**config.mk**
```make
export PLATFORM = sky130hd
export DESIGN_NAME = ps2_to_key_matrix
export DESIGN_NICKNAME = d
export VERILOG_FILES = /design/src/p2km_pkg.sv /design/src/ps2_to_key_matrix.sv
export SDC_FILE = /design/constraint.sdc
export NUM_CORES = 1
export LEC_CHECK = 0
export ABC_CLOCK_PERIOD_IN_PS = 5470
export BUFFER_PORTS_ARGS = -buffer_cell sky130_fd_sc_hd__buf_2
export CORE_MARGIN = 2
export CORE_UTILIZATION = 39
export CTS_CLUSTER_SIZE = 20
export DETAILED_ROUTE_END_ITERATION = 8
export HOLD_SLACK_MARGIN = 0.05
export PLACE_DENSITY = 0.64
export SLEW_MARGIN = 20
export SYNTH_ARGS = -nofsm -noshare
export SYNTH_HDL_FRONTEND = slang
export SYNTH_SLANG_ARGS = --single-unit
```
**constraint.sdc**
```tcl
create_clock -name clk -period 5.47 [get_ports clk]
set_clock_uncertainty 0.2 [all_clocks]
set_input_delay 0 -clock clk [delete_from_list [all_inputs] [get_ports clk]]
set_output_delay 0 -clock clk [all_outputs]
set_load 0.005 [all_outputs]
```
**src/p2km_pkg.sv**
```systemverilog
package p2km_pkg;

    localparam logic       KIND_SCAN = 1'b0;
    localparam logic       KIND_READ = 1'b1;

    localparam logic [7:0] SCAN_NONE = 8'h00;
    localparam logic [7:0] SCAN_EXT  = 8'hE0;
    localparam logic [7:0] SCAN_REL  = 8'hF0;

    localparam int         MATRIX_DIM = 8;
    localparam int         KEY_SLOTS  = 256;

    // matrix position row*8+col -> scan-code slot; 0 marks an empty position
    localparam logic [7:0] KEY_MAP [64] = '{
        8'h16, 8'h1E, 8'h26, 8'h25, 8'h2E, 8'h36, 8'h3D, 8'h00,
        8'h3E, 8'h46, 8'h45, 8'h52, 8'h4E, 8'h66, 8'h00, 8'h00,
        8'h49, 8'h4B, 8'h44, 8'h00, 8'h5A, 8'h00, 8'h00, 8'h00,
        8'h1D, 8'h24, 8'h2D, 8'h2C, 8'h35, 8'h3C, 8'h43, 8'h00,
        8'h1B, 8'h23, 8'h2B, 8'h34, 8'h33, 8'h3B, 8'h42, 8'h00,
        8'h22, 8'h21, 8'h2A, 8'h32, 8'h31, 8'h3A, 8'h41, 8'h00,
        8'h15, 8'h1C, 8'h1A, 8'h29, 8'h4A, 8'h4C, 8'h4D, 8'h00,
        8'h00, 8'h14, 8'h76, 8'h00, 8'h00, 8'h12, 8'h59, 8'h00
    };

endpackage

```
**src/ps2_to_key_matrix.sv**
```systemverilog
// PS/2 scan stream to 8x8 key matrix.
// An accepted read beat passes through the input reg, then the result reg, to give its column beat.
// Throughput: one beat per cycle, but a read beat waits while a column beat is held; scan beats give no output beat.
// Key-down store is 256 flip-flops updated in the cycle a scan beat leaves the input reg.
// Reset (rst_n low, asynchronous) clears all keys, both prefix flags and all valids.
module ps2_to_key_matrix
    import p2km_pkg::*;
(
    input  logic        clk,
    input  logic        rst_n,
    input  logic        s_tvalid,
    output logic        s_tready,
    input  logic [15:0] s_tdata,   // [7:0] scan_byte, [15:8] row_select
    input  logic        s_tuser,   // [0] kind
    output logic        m_tvalid,
    input  logic        m_tready,
    output logic [7:0]  m_tdata    // [7:0] column_bits
);

    logic                 in_valid_reg;
    logic                 in_kind_reg;
    logic [7:0]           in_byte_reg;
    logic [7:0]           in_rows_reg;

    logic [KEY_SLOTS-1:0] key_down_reg;
    logic [KEY_SLOTS-1:0] key_down_next;
    logic                 ext_reg;
    logic                 ext_next;
    logic                 rel_reg;
    logic                 rel_next;

    logic                 out_valid_reg;
    logic                 out_valid_next;
    logic [7:0]           out_cols_reg;
    logic [7:0]           cols_next;

    logic                 out_free;
    logic                 in_fire;
    logic [7:0]           key_idx;
    logic [7:0]           rows_hi;
    logic [7:0]           cols_hi;

    assign out_free = !out_valid_reg || m_tready;
    assign in_fire  = in_valid_reg && ((in_kind_reg == KIND_SCAN) || out_free);
    assign s_tready = !in_valid_reg || in_fire;

    assign m_tvalid = out_valid_reg;
    assign m_tdata  = out_cols_reg;

    assign key_idx = {ext_reg, in_byte_reg[6:0]};

    always_comb
    begin
        key_down_next = key_down_reg;
        ext_next      = ext_reg;
        rel_next      = rel_reg;
        if (in_fire && (in_kind_reg == KIND_SCAN))
        begin
            priority if (in_byte_reg == SCAN_NONE)
            begin
                ext_next = ext_reg;
            end
            else if (in_byte_reg == SCAN_EXT)
            begin
                ext_next = 1'b1;
            end
            else if (in_byte_reg == SCAN_REL)
            begin
                rel_next = 1'b1;
            end
            else
            begin
                key_down_next[key_idx] = !rel_reg;
                ext_next               = 1'b0;
                rel_next               = 1'b0;
            end
        end
    end

    // OR the pressed columns over every driven row
    always_comb
    begin
        rows_hi = ~in_rows_reg;
        cols_hi = '0;
        for (int r = 0; r < MATRIX_DIM; r++)
        begin
            for (int c = 0; c < MATRIX_DIM; c++)
            begin
                if (rows_hi[MATRIX_DIM-1-r] && key_down_reg[KEY_MAP[r*MATRIX_DIM+c]])
                begin
                    cols_hi[MATRIX_DIM-1-c] = 1'b1;
                end
            end
        end
        cols_next = ~cols_hi;
    end

    always_comb
    begin
        out_valid_next = out_valid_reg && !m_tready;
        if (in_fire && (in_kind_reg == KIND_READ))
        begin
            out_valid_next = 1'b1;
        end
    end

    always_ff @(posedge clk or negedge rst_n)
    begin
        if (!rst_n)
        begin
            in_valid_reg  <= 1'b0;
            out_valid_reg <= 1'b0;
            key_down_reg  <= '0;
            ext_reg       <= 1'b0;
            rel_reg       <= 1'b0;
        end
        else
        begin
            if (s_tready)
            begin
                in_valid_reg <= s_tvalid;
            end
            out_valid_reg <= out_valid_next;
            key_down_reg  <= key_down_next;
            ext_reg       <= ext_next;
            rel_reg       <= rel_next;
        end
    end

    always_ff @(posedge clk)
    begin
        if (s_tready && s_tvalid)
        begin
            in_kind_reg <= s_tuser;
            in_byte_reg <= s_tdata[7:0];
            in_rows_reg <= s_tdata[15:8];
        end
        if (in_fire && (in_kind_reg == KIND_READ))
        begin
            out_cols_reg <= cols_next;
        end
    end

endmodule

```
==> impl_metrics.toml <==
[drt]
routedWlPerCell_um = 18.16
detail-route-antenna-nets = 0
route.detailed.drc = 0
vias = 2831
viasPerCell = 5.639
drt-initial-drc-count = 282
wl_mm = 9.118
drtPass1Iterations = 4

[cells_and_area]
fin_cells = 502
drive_gt1_share_pct = 15.28
diodes = 0
largest_reg_flops = 50
design_area_mm2 = 0.004422
layout.nets = 389
area.growth.synth_to_final_pct = 18.04

[grt]
groute.usage.overall_pct = 19.02
use_met2_pct = 29.40
grt_antenna_before_repair = 0
globalRouteOverflowTotal = 0
grt_max_degree = 55
first_global_vias = 2801
gr-usage-met1_pct = 26.68
grt.busiest_layer = "met2"
grt_pass1_wl_mm = 14.98
gr-usage-met3_pct = 4.583

[sta]
finalCriticalPeriod_ns = 2.402
worst_pin_slew_ns = 1.144
maxSlewViolCount = 0
fin_tns_setup_ns = 0
slew_headroom_pct = 22.68
rsz0062_at_grt = "no"
hold_viol = 0
worst_slack_ns = 3.068
whs_ns = 0.1081
period_share_pct = 43.91
setup_viol = 0
max_freq_ghz = 0.4163

[run]
max-cap-violations = 0

[status]
status = "finished, final reports clean"

[logic_synthesis]
synth.yosys.seq_area_share_pct = 56.11
synthFlopType = "dfrtp_1"
yosysTopAreaCell = "dfrtp_1"
synth_area_per_cell_um2 = 11.46
synth_area_leaders = "dfrtp_1, edfxtp_1, mux2i_1, inv_1, a41oi_1"
synth_top_area_share_pct = 36.07
synth_edf_count = 25
syn_nets = 348
synthCells = 327
synth_most_common_cell = "dfrtp_1"
synth_seq_cells = 79
async_flop_share_pct = 68.35
synth_cell_types = 42
netlist_area_mm2 = 0.003746
yosys-top-cells-count = "dfrtp_1, inv_1, mux2i_1, edfxtp_1, nand3_1"
yosysWarnings = 0

[cts]
clkLatencyLatePin_ns = 0.36
postCtsSetupRepairBufs = 0
clockBufferDepth = 2
root_buffer = "clkbuf_8"
clock_sinks = 79
numCtsBuffers = 9
ctsResizeCount = 0
cts_tree = "yes"
htreeDepth = 3
path_clk_slew_ns = 0.08
cts_hold_buf = 21

[place]
place_area_mm2 = 0.003980
dp_hpwl_mm = 5.917
io_buffer_count = 30
post-place-ws_ns = 3.095
gp_congestion = 0.8513
dp_cells = 464

[critical_path]
r2r_setup_slack_ns = 3.07
end_kind = "register"
cp.arrival_ns = 2.40
cp-endpoint = "key_down_reg[50]"
startpoint_type = "register"
reg2regPathDepth = 3
crit_start = "in_kind_reg"
r2r_start = "in_kind_reg"
crit_fanout = 15
rr_endpoint = "key_down_reg[50]"
worstPathRequired_ns = 5.47
criticalPathCategory = "reg -> reg"

[hold_path]
hp-class = "in -> async"

[pwr]
p_per_area_mw_per_mm2 = 300.4
ir_worst_vdd_mv = 0.1837
leakage_nw = 1.860

[floorplanning]
initial_utilization_pct = 40.35
core_mm2 = 0.009284
rows = 35
dieArea_mm2 = 0.01041
die_h_um = 102.0
die_x_um = 102.0
io_pins = 31
[cell type report]
| type | instances | area [µm²] |
|---|---|---|
| inverters | 37 | 138.9 |
| clock buffers | 10 | 127.6 |
| fillers | 884 | 4862 |
| multi-input cells | 186 | 1411 |
| repair buffers | 55 | 394.1 |
| clock inverters | 6 | 86.33 |
| flip-flops and latches | 79 | 2102 |
| well taps | 129 | 161.4 |
[critical path, stage by stage, from the launching register on]
cell and delay, ns:
edfxtp_1 0.52, or4b_1 0.85, nor2_1 0.50, a31oi_1 0.17
[how the worst min path moves through the flow]
stage / slack, ns / start / endpoint
after global routing: 0.14 / s_tdata[0] / in_byte_reg[0]
after floorplan: -0.50 / rst_n / ext_reg
after detailed placement: -0.02 / rst_n / key_down_reg[46]
final: 0.11 / rst_n / key_down_reg[74]
after CTS: 0.13 / rst_n / in_valid_reg
after global placement: -0.02 / rst_n / key_down_reg[54]
[routing by layer]
layer | part of all wire (%) | wire (µm) | vias up
met5 | 0 | 0 | -
met4 | 1.5 | 133 | 0
met3 | 7.5 | 684 | 10
met2 | 47 | 4250 | 115
met1 | 44 | 4049 | 1396
li1 | - | - | 1310
[metrics by stage]
| stage | util (%) | total power [W] |
|---|---|---|
| floorplan | - | 0.0007956 |
| global placement | 42.87 | 0.0008498 |
| detailed placement | 42.87 | 0.0008532 |
| CTS | 47.44 | 0.001333 |
| global route | 47.63 | 0.001391 |
| finish | 47.63 | 0.001328 |
[cells by family after synthesis]
kind of cell           share of synthesized area, %
buffers and inverters                         6.613
AND/OR/NAND/NOR                               16.00
multiplexers                                  8.818
AO/OA/AOI/OAI                                 12.46
flip-flops                                    56.11
[placed cells by master, fill, tap and decap left out, types with 5 or more instances in the layout]
cell type,n
buf_2,30
a31oi_1,12
clkbuf_8,9
dfrtp_1,54
o22ai_1,13
nor2b_1,7
edfxtp_1,25
nand2_1,6
inv_1,37
nand2b_1,9
or4b_1,5
dlygate4sd3_1,21
o31ai_1,8
a41oi_1,12
nand3_1,20
mux2i_1,33
nor4_1,7
nor3_1,8
[power by group]
| group | internal, W | switching [W] | total, W | leakage, nW |
|---|---|---|---|---|
| combinational | 0.0000661 | 0.0000889 | 0.000155 | 0.786 |
| sequential | 0.000661 | 0.0000404 | 0.000701 | 0.968 |
| clock | 0.000256 | 0.000216 | 0.000472 | 0.106 |
| total | 0.000983 | 0.000345 | 0.00133 | 1.86 |
Power figures use the tool's default switching activity.
